### config.mk
export PLATFORM = sky130hd
export DESIGN_NAME = ppf_div
export DESIGN_NICKNAME = d
export VERILOG_FILES = /design/src/sv/ppf_pkg.sv /design/src/sv/ppf_div.sv
export SDC_FILE = /design/constraint.sdc
export NUM_CORES = 2
export LEC_CHECK = 0
export BUFFER_PORTS_ARGS = -buffer_cell sky130_fd_sc_hd__buf_2
export CORE_UTILIZATION = 55
export CTS_BUF_LIST = sky130_fd_sc_hd__clkbuf_16
export CTS_CLUSTER_SIZE = 24
export DETAILED_ROUTE_END_ITERATION = 8
export MAX_ROUTING_LAYER = met4
export PLACE_DENSITY = 0.78
export SLEW_MARGIN = 40
export SYNTH_ARGS = -nofsm -noshare
export SYNTH_HDL_FRONTEND = slang
export SYNTH_SLANG_ARGS = --single-unit
### constraint.sdc
create_clock -name clk -period 3.4 [get_ports clk]
set_clock_uncertainty 0.2 [all_clocks]
set_input_delay 0.51 -clock clk [delete_from_list [all_inputs] [get_ports clk]]
set_output_delay 0.51 -clock clk [all_outputs]
set_load 0.01 [all_outputs]
### src/sv/ppf_pkg.sv
package ppf_pkg;
  localparam int NORM_WIDTH = 16;
  localparam int COS_WIDTH  = 16;
  localparam int DIST_WIDTH = 17;
  localparam logic [DIST_WIDTH-1:0] DIST_MAX = {DIST_WIDTH{1'b1}};
  localparam logic [COS_WIDTH-1:0] COS_POS_MAX = {1'b0, {(COS_WIDTH-1){1'b1}}};
  localparam logic [COS_WIDTH-1:0] COS_NEG_MAX = {1'b1, {(COS_WIDTH-1){1'b0}}};
endpackage

### src/sv/ppf_div.sv
// pipelined restoring divider, one quotient bit per stage
module ppf_div import ppf_pkg::*; #(
  parameter int NUM_WIDTH = 36,
  parameter int DEN_WIDTH = 18,
  parameter int TAG_WIDTH = 8
) (
  input  logic                  clk,
  input  logic                  rst,
  input  logic                  in_valid,
  input  logic [NUM_WIDTH-1:0]  num,
  input  logic [DEN_WIDTH-1:0]  den,
  input  logic [TAG_WIDTH-1:0]  in_tag,
  output logic                  out_valid,
  output logic [NUM_WIDTH-1:0]  quo,
  output logic [TAG_WIDTH-1:0]  out_tag
);
  localparam int RW = DEN_WIDTH + 1;

  logic [NUM_WIDTH:0]   vld;
  logic [NUM_WIDTH-1:0] q   [NUM_WIDTH+1];
  logic [RW-1:0]        r   [NUM_WIDTH+1];
  logic [DEN_WIDTH-1:0] dv  [NUM_WIDTH+1];
  logic [TAG_WIDTH-1:0] tag [NUM_WIDTH+1];

  assign vld[0] = in_valid;
  assign q[0]   = num;
  assign r[0]   = '0;
  assign dv[0]  = den;
  assign tag[0] = in_tag;

  for (genvar s = 0; s < NUM_WIDTH; s++) begin : g_stage
    logic [RW-1:0] sh;
    assign sh = {r[s][RW-2:0], q[s][NUM_WIDTH-1]};
    always_ff @(posedge clk) begin
      if (rst) begin
        vld[s+1] <= 1'b0;
      end else begin
        vld[s+1] <= vld[s];
      end
      tag[s+1] <= tag[s];
      dv[s+1]  <= dv[s];
      if (sh >= RW'(dv[s])) begin
        r[s+1] <= sh - RW'(dv[s]);
        q[s+1] <= {q[s][NUM_WIDTH-2:0], 1'b1};
      end else begin
        r[s+1] <= sh;
        q[s+1] <= {q[s][NUM_WIDTH-2:0], 1'b0};
      end
    end
  end

  assign out_valid = vld[NUM_WIDTH];
  assign quo       = q[NUM_WIDTH];
  assign out_tag   = tag[NUM_WIDTH];
endmodule

Word-level counts from Yosys, hierarchy flattened:

Index checks and enable logic that the tools add are counted.

* add/sub/neg operators: 35
* $mul: 0
* div/mod/pow operators: 0
* $lt $le $gt $ge: 36
* equality and inequality tests: 0
* shifts and indexed selects: 0
* mux-type cells: 71
* bitwise gates (word level): 0
* reduce and logical (&&, ||, !) cells: 0

Operators with widths (count)
* $ge A19 B18 Y1: 35
* $mux W18: 34
* $sub A18 B18 Y18: 34
* $mux W1: 37
* $ge A1 B18 Y1: 1
* $sub A1 B18 Y18: 1

* flip-flop bits (word level): 2880
* latch bits: 0
* RAM bits: 0
* ROM bits: 0
* memories: 0

Depth between registers and ports, before layout:

* depth in word-level cells: 2
* mapped depth: 12

Worst setup path before layout:

Ideal clock, no wire load.

* path kind: reg2reg
* start: reg dv[559] (netlist bit)
* end: reg r (netlist bit g_stage[6].sh[10])
* library setup time: 121 ps
* arrival: 2860 ps
* data required time: 3079 ps
* slack: 219 ps
* stages on the path, launching flop included: 12
* path buffers: 1
* clock period less this slack: 3181 ps
* path through: dfxtp_1 > inv_1 > ha_1 > nor2b_1 > o31a_1 > o41ai_4 > o21bai_2 > o21bai_2 > a21oi_2 > a2111oi_4 > buf_6 > mux2_4

* longest elaborated chain between the ends: 2
* elaborated cells between the ends (all ways): 3
* classes of those cells: add/sub: 1; order compare: 1; mux: 1

RTL lines
* from (decl): line ppf_div.sv:22 `logic [DEN_WIDTH-1:0] dv [NUM_WIDTH+1];`
* from (signal, indexed assignment): line ppf_div.sv:41 `dv[s+1] <= dv[s];`
* $sub A18 B18 Y18 or $ge A19 B18 Y1 (tied branches): line ppf_div.sv:43, ppf_div.sv:42
* $mux W18 (*): line ppf_div.sv:42 `if (sh >= RW'(dv[s])) begin`
* to (signal, indexed assignment): line ppf_div.sv:43 `r[s+1] <= sh - RW'(dv[s]);`
* to (signal, indexed assignment): line ppf_div.sv:46 `r[s+1] <= sh;`
* to (decl): line ppf_div.sv:21 `logic [RW-1:0] r [NUM_WIDTH+1];`

Mark *: on every way between the ends. The rest lies on a longest branch, timed or not.
A chain may end at the register's enable or synchronous reset.

Final worst setup path:

* start: reg dv[560] (netlist bit)
* end: reg r (netlist bit g_stage[6].sh[4])

The elaborated chain is that of the path after synthesis.

==> out/results.tsv <==
metric	value	unit
first-pass GRT wire length	306000	um
synth warn	0	
arrival time worst endpoint	3.87	ns
die area	0.178	sq mm
crit-path max FO	19	
post-synthesis register bit count	2880	
Static Leakage	0.0494	uW
DR vias/cell	5.21	
post-layout util	0.635	
root buf cell	clkbuf_16	
Port Buf Inserts	109	
crit end category	flip-flop	
Non-Filler Instances	11586	
TritonCTS clock tree	done	
Final HPWL DP	133000	um
fill count	13431	
Worst setup SP type	flip-flop	
via count	60376	
vias in the first global route	60420	
Longest Clk Path Bufs	4	
f_max	0.305	GHz
# clock sinks	2880	
DRT Pass-1 Iters	7	
outcome	finished, final reports clean	
GR Overflow Total	0	
WL per Instance	16.3	um
Cell Chain, Critical Path	inv_1, ha_1, o21a_1, o31a_1, o41ai_4, o21bai_2, o21bai_2, a21oi_2, a2111oi_4, buf_12, mux2_2	
clk slew on worst S/H paths	0.07	ns
largest net degree at the start of global routing	37	
most frequent cells in the layout	dfxtp_1, inv_1, ha_1	
Final nets	9775	
share of layout cells above drive strength 1	0.115	
Worst-Margin Slew	0.796	ns
syn avg cell area	11.2	sq um
Critical path buffers and inverters	2	
Syn Nets	9378	
Tmin final	3.28	ns
WL final	189000	um
Clk Latency, worst-skew pair	0.91	ns
GP Congestion	0.932	
Die Y	422	um
Tightest Hold Check Type	primary input to flip-flop	
maxcap violations	0	
Top delay family on crit path	compound AO/OA/AOI/OAI gates	
Post-synth EDFFs	0	
initial core utilization	0.556	
count of different cell masters after synthesis	86	
peak supply drop	563	uV
Final setup viols	0	
final-report hold violation count	0	
period utilisation layout	0.963	
area delta synth->final	14.2	%
Cell Area, Synth	0.0971	sq mm
DRC violations left	0	
critical path class	flip-flop to flip-flop	
total track usage	0.215	
Top FF cell, synth	dfxtp_1	
power density over cell area	944	mW/mm^2
core area	0.175	sq mm
starting DRC count in detailed routing	3432	
Final Power	105000	uW
Antenna Nets Post-Route	0	
cell count after synthesis	8647	
ys async rst share	0	
initial antenna violation count	3	
sequential-to-total area share from yosys stat	0.594	
Worst slew margin	0.455	
Die Wd	422	um
Crit path largest cell delay	0.41	ns
most common cell after layout, fill and taps aside	dfxtp_1	
CP most frequent cell	o21bai_2	
IO Pins	110	
placed cells	10963	
Crit path required time	3.99	ns
Core Rows	153	
CTS H-tree lvls	5	
CP max-delay cell	dfxtp_1	
Pins Over Slew Limit	0	
CTS Buf Count	295	
[metrics by stage]
step                hold WS [ns]  cell area (sq um)  setup slack [ns]  setup TNS [ns]
floorplan                  0.110              97100             0.219               0
global placement           0.109             100000             0.145               0
detailed placement         0.112             100000            0.0975               0
CTS                     0.000553             111000            0.0711               0
global route             0.00742             111000          -0.00211        -0.00211
finish                    0.0726             111000             0.125               0
[where the power goes]
group	switching [uW]	internal [uW]
logic	16000	14700
registers	2940	39700
clock network	12800	18500
[flip-flops by register name, indices dropped and copies added, names as in the netlist]
signal and flops:
quo 36, tag 280, q 1225, dv 630, out_tag 8, vld 35
out_valid 1, g_stage.sh 665
[Yosys cell counts (19+ instances only)]
library cell | n | area [sq um]
nor4_1 | 20 | 125
ha_1 | 632 | 7910
a21o_1 | 179 | 1340
dfxtp_1 | 2880 | 57700
a31o_2 | 26 | 228
nand2_1 | 385 | 1450
a21oi_1 | 494 | 2470
o21a_1 | 126 | 946
nand2b_1 | 59 | 369
a41oi_1 | 19 | 166
inv_1 | 778 | 2920
mux2i_1 | 23 | 230
nor2b_1 | 119 | 744
a211oi_1 | 87 | 653
a211o_1 | 25 | 219
o31a_1 | 35 | 307
o22ai_1 | 20 | 125
and3_1 | 26 | 163
a21boi_0 | 19 | 143
mux2_2 | 367 | 4130
o211ai_1 | 30 | 225
buf_4 | 45 | 338
nor2_1 | 507 | 1900
xnor2_1 | 229 | 2010
xor2_1 | 203 | 1780
fa_1 | 34 | 681
o21bai_1 | 29 | 218
nor3_1 | 123 | 616
clkbuf_1 | 97 | 364
nand4_1 | 76 | 475
or3_1 | 45 | 282
nand3_1 | 97 | 485
o21ai_0 | 408 | 2040
a31oi_1 | 55 | 344
o31ai_1 | 42 | 315
a2111oi_0 | 30 | 263
[final timing paths]
kind / start / end / slack [ns] / cells after the start
max: dv[560] / g_stage[6].sh[4] / 0.12 / 11
min: num[1] / q[1262] / 0.07 / 2
max reg2reg: dv[560] / g_stage[6].sh[4] / 0.12 / 11
min reg2reg: q[1022] / q[987] / 0.08 / 0
[final cells by class]
cell class | count | area (sq um) | area share
sequential | 2880 | 57700 | 0.520
multi-input combinational | 4808 | 35700 | 0.322
clock buffer | 302 | 7560 | 0.0682
inverter | 779 | 2920 | 0.0264
tap | 2325 | 2910 | 0.0262
timing repair buffer | 280 | 2240 | 0.0202
clock inverter | 210 | 1890 | 0.0171
antenna | 2 | 5.00 | 0.0000452
[cell families after synthesis]
kind of cell             synth area share
multiplexers                       0.0463
AND/OR/NAND/NOR                    0.0751
adder cells (fa/ha/maj)            0.0885
AO/OA/AOI/OAI                       0.117
buffers and inverters              0.0400
XOR/XNOR                           0.0390
flip-flops                          0.594
[metal layers]
layer	vias up	wire, um	global-route usage
met4	0	6710	0.0836
met5	-	0	-
li1	30426	-	-
met3	490	7260	0.0316
met1	28159	81900	0.253
met2	1301	93200	0.369
[what timing repair did]
item	in CTS	in global routing
hold buffers	106	0
hold endpoints to repair	116	0
resized for setup	0	22
endpoints found under the setup margin	0	58
buffers inserted	0	3
Note: power is estimated with default switching activity, not from simulation.
