### src/sv/ppf_pkg.sv
package ppf_pkg;
  localparam int NORM_WIDTH = 16;
  localparam int COS_WIDTH  = 16;
  localparam int DIST_WIDTH = 17;
  localparam logic [DIST_WIDTH-1:0] DIST_MAX = {DIST_WIDTH{1'b1}};
  localparam logic [COS_WIDTH-1:0] COS_POS_MAX = {1'b0, {(COS_WIDTH-1){1'b1}}};
  localparam logic [COS_WIDTH-1:0] COS_NEG_MAX = {1'b1, {(COS_WIDTH-1){1'b0}}};
endpackage

### src/sv/ppf_sqrt.sv
// pipelined floor square root, one result bit per stage
module ppf_sqrt import ppf_pkg::*; #(
  parameter int IN_WIDTH = 34,
  parameter int TAG_WIDTH = 8
) (
  input  logic                          clk,
  input  logic                          rst,
  input  logic                          in_valid,
  input  logic [IN_WIDTH-1:0]           radicand,
  input  logic [TAG_WIDTH-1:0]          in_tag,
  output logic                          out_valid,
  output logic [(IN_WIDTH+1)/2-1:0]     root,
  output logic [TAG_WIDTH-1:0]          out_tag
);
  localparam int RW = (IN_WIDTH + 1) / 2;
  localparam int SW = 2 * RW;

  logic [RW:0]          vld;
  logic [SW-1:0]        rem   [RW+1];
  logic [RW-1:0]        res   [RW+1];
  logic [TAG_WIDTH-1:0] tag   [RW+1];

  assign vld[0] = in_valid;
  assign rem[0] = SW'(radicand);
  assign res[0] = '0;
  assign tag[0] = in_tag;

  for (genvar s = 0; s < RW; s++) begin : g_stage
    localparam int B = RW - 1 - s;
    logic [SW-1:0] trial;
    logic [SW-1:0] sq;
    logic [RW-1:0] cand;
    always_comb begin
      cand  = res[s] | (RW'(1) << B);
      // cand^2 - res^2 = 2*res*2^B + 2^2B, no multiplier needed
      trial = (SW'(res[s]) << (B + 1)) | (SW'(1) << (2 * B));
      sq    = trial;
    end
    always_ff @(posedge clk) begin
      if (rst) begin
        vld[s+1] <= 1'b0;
      end else begin
        vld[s+1] <= vld[s];
      end
      tag[s+1] <= tag[s];
      if (rem[s] >= sq) begin
        rem[s+1] <= rem[s] - sq;
        res[s+1] <= cand;
      end else begin
        rem[s+1] <= rem[s];
        res[s+1] <= res[s];
      end
    end
  end

  assign out_valid = vld[RW];
  assign root      = res[RW];
  assign out_tag   = tag[RW];
endmodule

### config.mk
export PLATFORM = sky130hd
export DESIGN_NAME = ppf_sqrt
export DESIGN_NICKNAME = d
export VERILOG_FILES = /design/src/sv/ppf_pkg.sv /design/src/sv/ppf_sqrt.sv
export SDC_FILE = /design/constraint.sdc
export NUM_CORES = 1
export LEC_CHECK = 0
export BUFFER_PORTS_ARGS = -buffer_cell sky130_fd_sc_hd__buf_2
export CAP_MARGIN = 30
export CORE_AREA = 2 2 233 258
export CTS_CLUSTER_SIZE = 12
export DETAILED_ROUTE_END_ITERATION = 8
export DIE_AREA = 0 0 235 260
export GPL_ROUTABILITY_DRIVEN = 0
export PLACE_DENSITY = 0.62
export SLEW_MARGIN = 20
export SYNTH_ARGS = -nofsm -noshare
export SYNTH_HDL_FRONTEND = slang
export SYNTH_SLANG_ARGS = --single-unit
### constraint.sdc
create_clock -name clk -period 3 [get_ports clk]
set_input_delay 0.45 -clock clk [delete_from_list [all_inputs] [get_ports clk]]
set_output_delay 0.45 -clock clk [all_outputs]
set_load 0.05 [all_outputs]
Word level (Yosys, flattened, before mapping)
Index checks and enable logic that the tools add are counted.
{ "op_classes": {"addsub": 16, "order_cmp": 17, "n_mux": 17} }
{ "op_table": {"columns": ["cell", "n"], "rows": [
  ["$mux 34", 16],
  ["$ge 34x18->1", 1],
  ["$ge 34x19->1", 1],
  ["$ge 34x20->1", 1],
  ["$ge 34x21->1", 1],
  ["$ge 34x22->1", 1],
  ["$ge 34x23->1", 1],
  ["$ge 34x24->1", 1],
  ["$ge 34x25->1", 1],
  ["$ge 34x26->1", 1],
  ["$ge 34x27->1", 1],
  ["$ge 34x28->1", 1],
  ["$ge 34x29->1", 1],
  ["$ge 34x30->1", 1],
  ["$ge 34x31->1", 1],
  ["$ge 34x32->1", 1],
  ["$ge 34x33->1", 1],
  ["$ge 34x33->1 const B", 1],
  ["$sub 34x19->34", 1],
  ["$sub 34x20->34", 1],
  ["$sub 34x21->34", 1],
  ["$sub 34x22->34", 1],
  ["$sub 34x23->34", 1],
  ["$sub 34x24->34", 1],
  ["other kinds (11)", 11]
]} }
{ "word_totals": {"register_bits": 986, "inputBits": 45, "out_inout_bits": 26} }

Logic depth before layout (Yosys ltp)
Gate-level depths: netlist of the first run.
{ "logic_depth": {"depth_word": 2, "ltp_mapped": 12} }

Worst setup path after synthesis of the first run
OpenSTA, ideal clock, no wires.
{ "synth_path": {"path_type": "register to register", "startpoint": "register res, in the netlist g_stage[15].cand[8]", "endpoint": "register rem[67] (netlist bit)", "arrival_time_ns": 2.514, "required_ns": 2.928, "slack_ns": 0.414, "path_stages_with_launch": 12, "n_path_buf": 1, "synth_period_minus_slack_ns": 2.586, "path_cell_list": "dfxtp_1 -> inv_1 -> ha_1 -> clkbuf_1 -> nand4_1 -> nor4_1 -> nand3_1 -> o31ai_1 -> nor2_1 -> a41o_1 -> nor3_1 -> xor2_1"} }
{ "synth_via": {"elab_chain_cells": 2} }
{ "synth_rtl": {"columns": ["element", "line_no", "rtl"], "rows": [
  ["start, declared", "ppf_sqrt.sv:20", "logic [RW-1:0] res [RW+1];"],
  ["start signal, assigned by index", "ppf_sqrt.sv:48", "res[s+1] <= cand;"],
  ["start signal, assigned by index", "ppf_sqrt.sv:51", "res[s+1] <= res[s];"],
  ["$sub 34x19->34 or $ge 34x19->1 (tied branches)", "ppf_sqrt.sv:47, ppf_sqrt.sv:46", null],
  ["$mux 34 *", "ppf_sqrt.sv:46", "if (rem[s] >= sq) begin"],
  ["end signal, assigned by index", "ppf_sqrt.sv:47", "rem[s+1] <= rem[s] - sq;"],
  ["end signal, assigned by index", "ppf_sqrt.sv:50", "rem[s+1] <= rem[s];"],
  ["end, declared", "ppf_sqrt.sv:19", "logic [SW-1:0] rem [RW+1];"]
]} }
Every way passes the cells marked *; elsewhere a longest branch is shown, timed or not.
A chain may end at the register's enable or synchronous reset.

Worst setup path in the final report of the first run
{ "layout_path": {"startpoint": "register res, in the netlist g_stage[15].cand[2]", "endpoint": "register rem[65] (netlist bit)"} }
The elaborated chain is that of the path after synthesis.

==> results of run 1 <==
Yosys cell counts (7+ instances only):
cell type | instances | share of area, %
buf_2 | 7 | 0.12
or4_1 | 11 | 0.29
o21a_1 | 27 | 0.70
nand4b_1 | 9 | 0.27
xor2_1 | 97 | 2.9
clkbuf_1 | 28 | 0.36
a21oi_1 | 142 | 2.5
nor2b_1 | 35 | 0.76
a21o_1 | 28 | 0.73
nand2b_1 | 44 | 0.95
and3_1 | 8 | 0.17
o21ai_0 | 126 | 2.2
nor3_1 | 50 | 0.87
mux2_2 | 14 | 0.55
and2_1 | 13 | 0.28
buf_4 | 8 | 0.21
nand2_1 | 177 | 2.3
dfxtp_1 | 850 | 59
inv_1 | 206 | 2.7
o21bai_1 | 12 | 0.31
or3_1 | 20 | 0.43
nand3b_1 | 10 | 0.26
xnor2_1 | 137 | 4.2
nor2_1 | 160 | 2.1
nor4b_1 | 15 | 0.45
a211oi_1 | 14 | 0.36
a31oi_1 | 8 | 0.17
nor3b_1 | 10 | 0.26
ha_1 | 166 | 7.2
o31ai_1 | 10 | 0.26
nor4_1 | 70 | 1.5
nand3_1 | 39 | 0.68
nand4_1 | 38 | 0.82
layout by cell type, fill, tap and decap left out, types with 6 or more instances in the layout:
cell type | netlist | layout
o21bai_1 | 12 | 12
and3_1 | 8 | 8
mux2i_1 | 6 | 6
o31ai_1 | 10 | 10
nand3b_1 | 10 | 10
clkbuf_16 | 0 | 85
mux2_2 | 14 | 14
nor3_2 | 5 | 6
and4_1 | 6 | 6
o21ai_0 | 126 | 125
a21oi_1 | 142 | 141
o21a_1 | 27 | 27
nor3_1 | 50 | 49
buf_2 | 7 | 70
inv_1 | 206 | 206
nor2_1 | 160 | 159
and2_1 | 13 | 13
dfxtp_1 | 850 | 850
clkbuf_1 | 28 | 18
a31oi_1 | 8 | 7
clkinv_2 | 0 | 7
ha_1 | 166 | 166
xor2_1 | 97 | 97
or3_1 | 20 | 20
nor4b_1 | 15 | 14
a211oi_1 | 14 | 14
or4_1 | 11 | 11
nor2b_1 | 35 | 35
buf_4 | 8 | 60
nor4_1 | 70 | 68
nand3_1 | 39 | 39
nor3b_1 | 10 | 9
nand4_1 | 38 | 38
dlygate4sd3_1 | 0 | 42
nand2_1 | 177 | 177
nand4b_1 | 9 | 9
xnor2_1 | 137 | 137
nand2b_1 | 44 | 44
a21o_1 | 28 | 28
cell families (layout without fill, tap and decap cells):
family,Yosys count,after routing
buffers and inverters,255,504
adders and majority gates,166,166
AOI/OAI and AO/OA,430,430
and+or+nand+nor,736,736
xor gates and xnor gates,234,234
DFF,850,850
muxes,25,25
registers in the layout, summed over array words and instances, names as in the netlist:
register      count
g_stage.cand    136
out_valid         1
root             17
rem             544
vld              16
out_tag           8
tag             128
metrics by stage:
stage	power, uW	instance area [um2]	std cells
CTS	33620	33380	3705
global placement	23680	30460	3540
detailed placement	24010	30460	3540
global route	35450	33420	3705
finish	33330	33420	3705
floorplan	21700	28890	2696
timing repair:
action / CTS / global route
hold endpoints to repair: 42 / 0
gates resized for setup: 0 / 9
endpoints found under the setup margin: 0 / 16
hold buffers: 42 / 0
report_power, final:
part / internal (uW) / switching (uW) / total [uW]
logic: 4000 / 4580 / 8570
clock network: 5330 / 4110 / 9440
registers: 13700 / 1620 / 15300
layer usage:
layer	up-vias	part of all wire [%]	track usage, %
met1	8716	36	16.38
met5	-	0	0
met2	336	57	38.02
li1	9577	-	-
met4	0	4.1	9.177
met3	142	3.0	3.195
critical path, cell delays in order (launching register included):
cell      delay [ns]
dfxtp_1         0.39
inv_1           0.07
ha_1            0.22
or3_1           0.40
o22ai_1         0.32
o221ai_1        0.25
a31oi_1         0.40
o221ai_2        0.23
nor2_1          0.21
nand3b_1        0.12
xnor2_1         0.13
path summary, 6_finish.rpt:
check | start | end | depth (start not counted)
setup / recovery | g_stage[15].cand[2] | rem[65] | 10
hold / removal | in_valid | vld[1] | 2
setup reg to reg | g_stage[15].cand[2] | rem[65] | 10
hold reg to reg | tag[68] | tag[60] | 0
final cells by class:
class,instances,area [um2]
sequential,850,17020
fill,4870,24880
multi-input combinational,1591,10920
timing repair buffer,174,1261
inverter,207,777.0
clock inverter,15,229.0
clock buffer,108,2263
tap,760,950.9
==> impl_metrics.ini, run 1 <==
[yosys]
synth-xor-area-share_pct = 7.094
synthDistinctLibCells = 77
synthFlopType = dfxtp_1
synthesis.nets = 2907
ys_seq_area_share_pct = 58.90
synth_mux_area_share_pct = 1.013
synth_compound_area_share_pct = 9.043
yosys_warnings = 0
postSynthCellCount = 2696
syn_area_um2 = 28890
async_flop_share_pct = 0
synth_edf_count = 0
synthSimpleGateAreaFrac_pct = 13.24
synth_top_family_by_area = simple AND/OR/NAND/NOR gates
synth_seq_cells = 850
synth.avg_cell_area_um2 = 10.72
synth_fa_ha_area_share_pct = 7.189

[setup_path]
cp.required_ns = 3.51
crit_fanout = 5
cp-start-kind = flip-flop
reg2reg_slack_ns = 0.14
critical_path_class = reg2reg
cp-end-kind = flip-flop
cp_data_arrival_time_ns = 3.37

[timing]
fmax_mhz = 349.8
setup_ws_ns = 0.1414
hold_slack_ns = 0.03965
finalMaxSlewViolations = 0
hold_viol = 0
relSlewSlack_pct = 50.30
setup_viol = 0
fin_crit_ns = 2.859
setup_tns_ns = 0
rsz0062_at_grt = false
finClkSkew_ns = 0.03474
fin_crit_sh_pct = 95.29
tightestPinTransition_ns = 0.7442

[cts]
tritoncts = done
clk_latency_ns = 0.64
cts_setup_buffers = 0
clkTransAtPathRegs_ns = 0.06
clkSinkCount = 850
clockRootBuffer = clkbuf_16
htree_levels = 3
cts.path.max_buffers = 3
cts_buffers = 85

[global_route]
grt_max_degree = 38
overflow = 0
grtUsageTotal_pct = 18.19
antenna_found_initial = 0
grt_pass1_vias = 19760
grt_pass1_wl_um = 91270

[final_layout]
antenna_cells = 0
final_util_pct = 57.33
layout.nets = 3120
areaGrowthSynthToFinish_pct = 15.68
drive_gt1_share_pct = 9.576

[floorplanning]
core_um2 = 58300
dieArea_um2 = 61100
ios = 71
die_h_um = 260
num_rows = 93
start_util_pct = 49.56
fp.dieW_um = 235

[power]
ir_worst_vdd_mv = 0.5840
powerDensity_nw_per_um2 = 997.3
p_leak_uw = 0.01506

[detailed_routing]
drt-pass1-iter-count = 5
routed_via_density = 5.066
drc_errors = 0
ant_nets = 0
detail_route.wl_per_cell_um = 14.90
vias = 18770
routed_wl_um = 55190
drt_iter0_drc = 718

[outcome]
status = finished, final reports clean

[placement]
io_buffers = 70
post-place-ws_ns = 0.007829
dp_hpwl_um = 41950

[min_path]
hold_class = in2reg

[flow_run]
drv_cap = 0
(Power assumes the default switching activity.)
==> inputs of run 2 (changes only) <==
==> constraint.sdc (replaced) <==
create_clock -name clk -period 2.8 [get_ports clk]
set_input_delay 0.42 -clock clk [delete_from_list [all_inputs] [get_ports clk]]
set_output_delay 0.42 -clock clk [all_outputs]
set_load 0.05 [all_outputs]
==> run 2 against run 1 <==
  * Design area grew 2.1%
  * Worst setup slack got worse by 0.058 ns
  * Global-route usage increased by 0.35 points
  * Clock power grew 12%
  * Critical endpoint is now rem[271]
  * Largest power group unchanged
  * Flip-flop and latch count unchanged
  * Die area is the same
==> impl_metrics.ini, run 2 (synthesis gave the netlist of run 1 again) <==
[outcome]
status = finished, final reports clean

[power]
switching_share_pct = 30.89
ir_worst_vdd_mv = 0.6012
p_int_uw = 25350
powerDensity_nw_per_um2 = 1075
clockPowerShare_pct = 28.8
comb_power_share_pct = 26.4
p_switching_uw = 11330
p_seq_share_pct = 44.9
p_leak_uw = 0.01539
p_total_uw = 36670

[placement]
dp.cells = 3581
io_buffers = 70
post-place-ws_ns = -0.2877
dp_hpwl_um = 42470

[global_route]
grt_pass1_wl_um = 92830
grtUsageTotal_pct = 18.54
overflow = 0
grt_max_degree = 35
grt_pass1_vias = 19960
antenna_found_initial = 0

[final_layout]
largest_reg_flops = 544
drive_gt1_share_pct = 12.16
areaGrowthSynthToFinish_pct = 18.06
final_common_cell = dfxtp_1
layout.nets = 3169
antenna_cells = 0
top_register = rem
multi_input_area_um2 = 11120
final_cell_mix = dfxtp_1 (849), inv_1 (206), nand2_1 (176), ha_1 (163), nor2_1 (158)
regArea_um2 = 17020
filler_cell_count = 4832
fin_cells = 3762

[timing]
fin_crit_sh_pct = 97.03
rsz0062_at_grt = false
finClkSkew_ns = 0.02096
fmax_mhz = 368.1
fin_crit_ns = 2.717
tightestPinTransition_ns = 0.8845
setup_tns_ns = 0
setup_viol = 0
hold_viol = 0
finalMaxSlewViolations = 0
setup_ws_ns = 0.08306
relSlewSlack_pct = 40.49

[setup_path]
cp-start-kind = flip-flop
cp.required_ns = 3.31
cp_cell_sequence = inv_1 > ha_1 > nor4b_4 > nand4b_1 > or4_1 > nand4_1 > nor3b_2 > a21oi_1 > buf_4 > nand3_1 > xnor2_1
slowest_stage = or4_1
cp_data_arrival_time_ns = 3.23
critPathBufInv = 2
critical_path_class = reg2reg
critical-path-top-delay-family = simple AND/OR/NAND/NOR gates
crit_start = g_stage[9].cand[16]
slowest_delay_ns = 0.55
cp-end-kind = flip-flop
r2r_start = g_stage[9].cand[16]
crit_fanout = 5

[cts]
cts.path.max_buffers = 3
clk_latency_ns = 0.63
clkSinkCount = 850
clkTransAtPathRegs_ns = 0.05
tritoncts = done
cts_buffers = 86
clockRootBuffer = clkbuf_16
htree_levels = 3

[floorplanning]
core_um2 = 58300
die_h_um = 260
num_rows = 93
dieArea_um2 = 61100
start_util_pct = 49.56
ios = 71
fp.dieW_um = 235

[flow_run]
drv_cap = 0

[detailed_routing]
routed_via_density = 5.068
ant_nets = 0
drc_errors = 0
routed_wl_um = 56880
drt_iter0_drc = 735
detail_route.wl_per_cell_um = 15.12
vias = 19070
drt-pass1-iter-count = 5

[min_path]
hp-start = rst
hold_class = in2reg
-- run 2: cell types whose count changed in the layout (fill, tap and decap cells not counted), sizes merged --
| cell | delta |
|---|---|
| inv | +1 |
| clkinv | -1 |
| clkbuf | +8 |
| bufinv | +1 |
| buf | +47 |
| dlygate4sd3 | +1 |
-- run 2: worst paths after layout --
| path | slack, ns | cells past startpoint | end |
|---|---|---|---|
| setup / recovery | 0.08 | 11 | rem[271] |
| setup reg to reg | 0.08 | 11 | rem[271] |
| hold / removal | 0.16 | 2 | vld[5] |
| hold reg to reg | 0.32 | 0 | tag[43] |
-- run 2: layout make-up --
class                           count  area share [%]
Clock inverter                     16          0.6566
Multi-Input combinational cell   1591           32.60
Inverter                          207           2.278
Clock buffer                      116           7.054
Sequential cell                   850           49.89
Timing Repair Buffer              222           4.732
Tap cell                          760           2.788
-- run 2: per-layer routing --
metal	part of all wire (%)	up-vias	track usage (%)
li1	-	9694	-
met1	36	8873	16.82
met2	56	336	38.15
met3	3.1	164	3.248
met4	4.9	0	10.28
met5	0	-	0
-- run 2: metrics by stage --
step	util (%)	hold WS, ns	area (um2)
final	58.51	0.1599	34110
after global routing	58.51	0.1555	34110
after CTS	58.04	0.1235	33840
after detailed placement	52.76	0.3121	30760
after global placement	52.75	0.3097	30750
after floorplan	-	0.3096	28890
-- run 2: repair_timing --
action	in CTS	in global routing
gates cloned	0	1
hold buffers	43	0
buffers inserted	0	5
gates resized for setup	3	47
hold endpoints to repair	43	0
endpoints found under the setup margin	26	129
pin swaps	0	4
-- run 2: power groups by stage --
stage	logic, uW	registers, uW	clock network (uW)
2_1_floorplan	7110	16100	0
3_3_place_gp	9070	16600	0
3_5_place_dp	9380	16700	0
4_1_cts	9500	16400	10900
5_1_grt	10800	16700	11400
6_report	9660	16400	10600
==> inputs of run 3 (changes only) <==
--- a/config.mk
+++ b/config.mk
@@ -7,12 +7,12 @@
 export LEC_CHECK = 0
 export BUFFER_PORTS_ARGS = -buffer_cell sky130_fd_sc_hd__buf_2
 export CAP_MARGIN = 30
-export CORE_AREA = 2 2 233 258
+export CORE_AREA = 2 2 222 246
 export CTS_CLUSTER_SIZE = 12
 export DETAILED_ROUTE_END_ITERATION = 8
-export DIE_AREA = 0 0 235 260
+export DIE_AREA = 0 0 224 248
 export GPL_ROUTABILITY_DRIVEN = 0
-export PLACE_DENSITY = 0.62
+export PLACE_DENSITY = 0.68
 export SLEW_MARGIN = 20
 export SYNTH_ARGS = -nofsm -noshare
 export SYNTH_HDL_FRONTEND = slang
==> constraint.sdc (replaced) <==
create_clock -name clk -period 3.3 [get_ports clk]
set_input_delay 0.495 -clock clk [delete_from_list [all_inputs] [get_ports clk]]
set_output_delay 0.495 -clock clk [all_outputs]
set_load 0.05 [all_outputs]
==> run 3 against run 2 <==
  * Largest cell class unchanged
  * First-iteration DRC count grew 6.1%
  * Via count decreased by 1.0%
  * Worst setup slack improved by 0.17 ns
  * Die area is 9.1% lower
  * Combinational power shrank 21%
  * Global-route usage increased by 1.2 points
  * Wire length is 4.6% lower
  * Flip-flop and latch count unchanged
  * Core utilization grew 3.9 points
  * Clock-buffer cell count is 7 higher
==> impl_metrics.ini, run 3 (synthesis gave the netlist of run 1 again) <==
[cts]
clk_latency_ns = 0.63
clkTransAtPathRegs_ns = 0.06
cts.path.max_buffers = 3
htree_levels = 3
tritoncts = done
cts_buffers = 85
cts_setup_buffers = 0
clkSinkCount = 850
clockRootBuffer = clkbuf_16

[floorplanning]
ios = 71
core_um2 = 53120
num_rows = 89
dieArea_um2 = 55550
die_h_um = 248
fp.dieW_um = 224
start_util_pct = 54.39

[setup_path]
critical_path_class = reg2reg
cp-start-kind = flip-flop
cp.required_ns = 3.81
crit_fanout = 23
crit_end = rem[112]
regToRegEndpoint = rem[112]
crit_start = rem[142]
r2r_start = rem[142]
rr_worst_depth = 10
cp_data_arrival_time_ns = 3.56
reg2reg_slack_ns = 0.26
cp-end-kind = flip-flop

[timing]
finClkSkew_ns = 0.01842
fin_crit_ns = 3.044
setup_viol = 0
tightestPinTransition_ns = 0.8707
setup_tns_ns = 0
fin_crit_sh_pct = 92.25
setup_ws_ns = 0.2557
fmax_mhz = 328.5
relSlewSlack_pct = 41.42
finalMaxSlewViolations = 0
hold_slack_ns = 0.07656
rsz0062_at_grt = false
hold_viol = 0

[power]
comb_power_share_pct = 25.1
switching_share_pct = 30.59
p_int_uw = 21190
p_leak_uw = 0.01491
clockPowerShare_pct = 29.3
ir_worst_vdd_mv = 0.5100
p_switching_uw = 9335
powerDensity_nw_per_um2 = 920.9
p_seq_share_pct = 45.6

[final_layout]
regArea_um2 = 17020
antenna_cells = 0
fin_cells = 3594
top_register = rem
drive_gt1_share_pct = 8.448
layout.nets = 3081
multi_input_area_um2 = 10890
areaGrowthSynthToFinish_pct = 14.71
final_cell_mix = dfxtp_1 (850), inv_1 (206), nand2_1 (177), ha_1 (166), nor2_1 (159)
final_common_cell = dfxtp_1
filler_cell_count = 4183
largest_reg_flops = 544

[global_route]
grtUsageTotal_pct = 19.69
antenna_found_initial = 0
grt_pass1_vias = 19510
overflow = 0
grt_pass1_wl_um = 88720
grt_max_degree = 35

[placement]
io_buffers = 70
dp_hpwl_um = 40280
post-place-ws_ns = 0.2479
dp.cells = 3425

[detailed_routing]
routed_via_density = 5.250
drt-pass1-iter-count = 6
detail_route.wl_per_cell_um = 15.09
drc_errors = 0
drt_iter0_drc = 780
ant_nets = 0
vias = 18870
routed_wl_um = 54240

[flow_run]
drv_cap = 0

[outcome]
status = finished, final reports clean

[min_path]
hold_class = in2reg
-- run 3: cell count changes in the layout (fill, tap and decap cells not counted), moves of 5 or more --
cell	change
o21ai_1	-5
o21ai_0	+5
clkbuf_8	+6
nor4b_1	+5
buf_4	-80
clkinv_2	-8
-- run 3: area by class of cell --
class | instances | share of cell area (%)
Multi-Input combinational cell | 1591 | 32.87
Inverter | 207 | 2.345
Clock buffer | 123 | 7.521
Tap cell | 682 | 2.575
Timing Repair Buffer | 135 | 2.869
Sequential cell | 850 | 51.35
Clock inverter | 6 | 0.4795
-- run 3: power by group through the flow --
stage	registers, uW	clock network (uW)	logic [uW]
floorplan	13700	0	6030
global placement	14100	0	7280
detailed placement	14100	0	7560
CTS	13900	9190	7630
global route	14100	9630	8590
finish	13900	8950	7660
-- run 3: metal layers --
layer  GRT usage, %  vias up  routed length, um
met2          40.44      389              30170
met1          17.65     8798              19720
met4          12.25        0               2691
li1               -     9525                  -
met3          3.137      157               1659
met5              0        -                  0
-- run 3: repair_timing --
item / in CTS / in global routing
hold buffers: 40 / 0
setup endpoints to repair: 0 / 5
endpoints found under the hold margin: 40 / 0
resized for setup: 0 / 2
-- run 3: through the flow --
stage / utilization (%) / instance area [um2] / total power, uW
after floorplan: - / 28890 / 19730
after global placement: 56.62 / 30080 / 21330
after detailed placement: 56.62 / 30080 / 21660
after CTS: 62.37 / 33130 / 30710
after global routing: 62.39 / 33140 / 32350
final: 62.39 / 33140 / 30520
-- run 3: worst min-delay path by stage --
stage | from | to | slack, ns | cells after the start
finish | radicand[32] | rem[576] | 0.08 | 2
global route | radicand[32] | rem[576] | 0.06 | 2
CTS | radicand[32] | rem[576] | 0.04 | 2
detailed placement | tag[115] | tag[107] | 0.31 | 0
global placement | tag[131] | tag[123] | 0.31 | 0
floorplan | tag[8] | out_tag[0] | 0.31 | 0
-- run 3: critical path, stage by stage, from the launching register on --
cell and delay (ns):
dfxtp_1 0.35, inv_1 0.08, ha_1 0.22, nand2b_1 0.16
a211oi_1 0.27, a211oi_1 0.14, o21ba_2 0.27, o21ai_0 0.35
a211o_1 0.50, buf_12 0.23, mux2_2 0.35
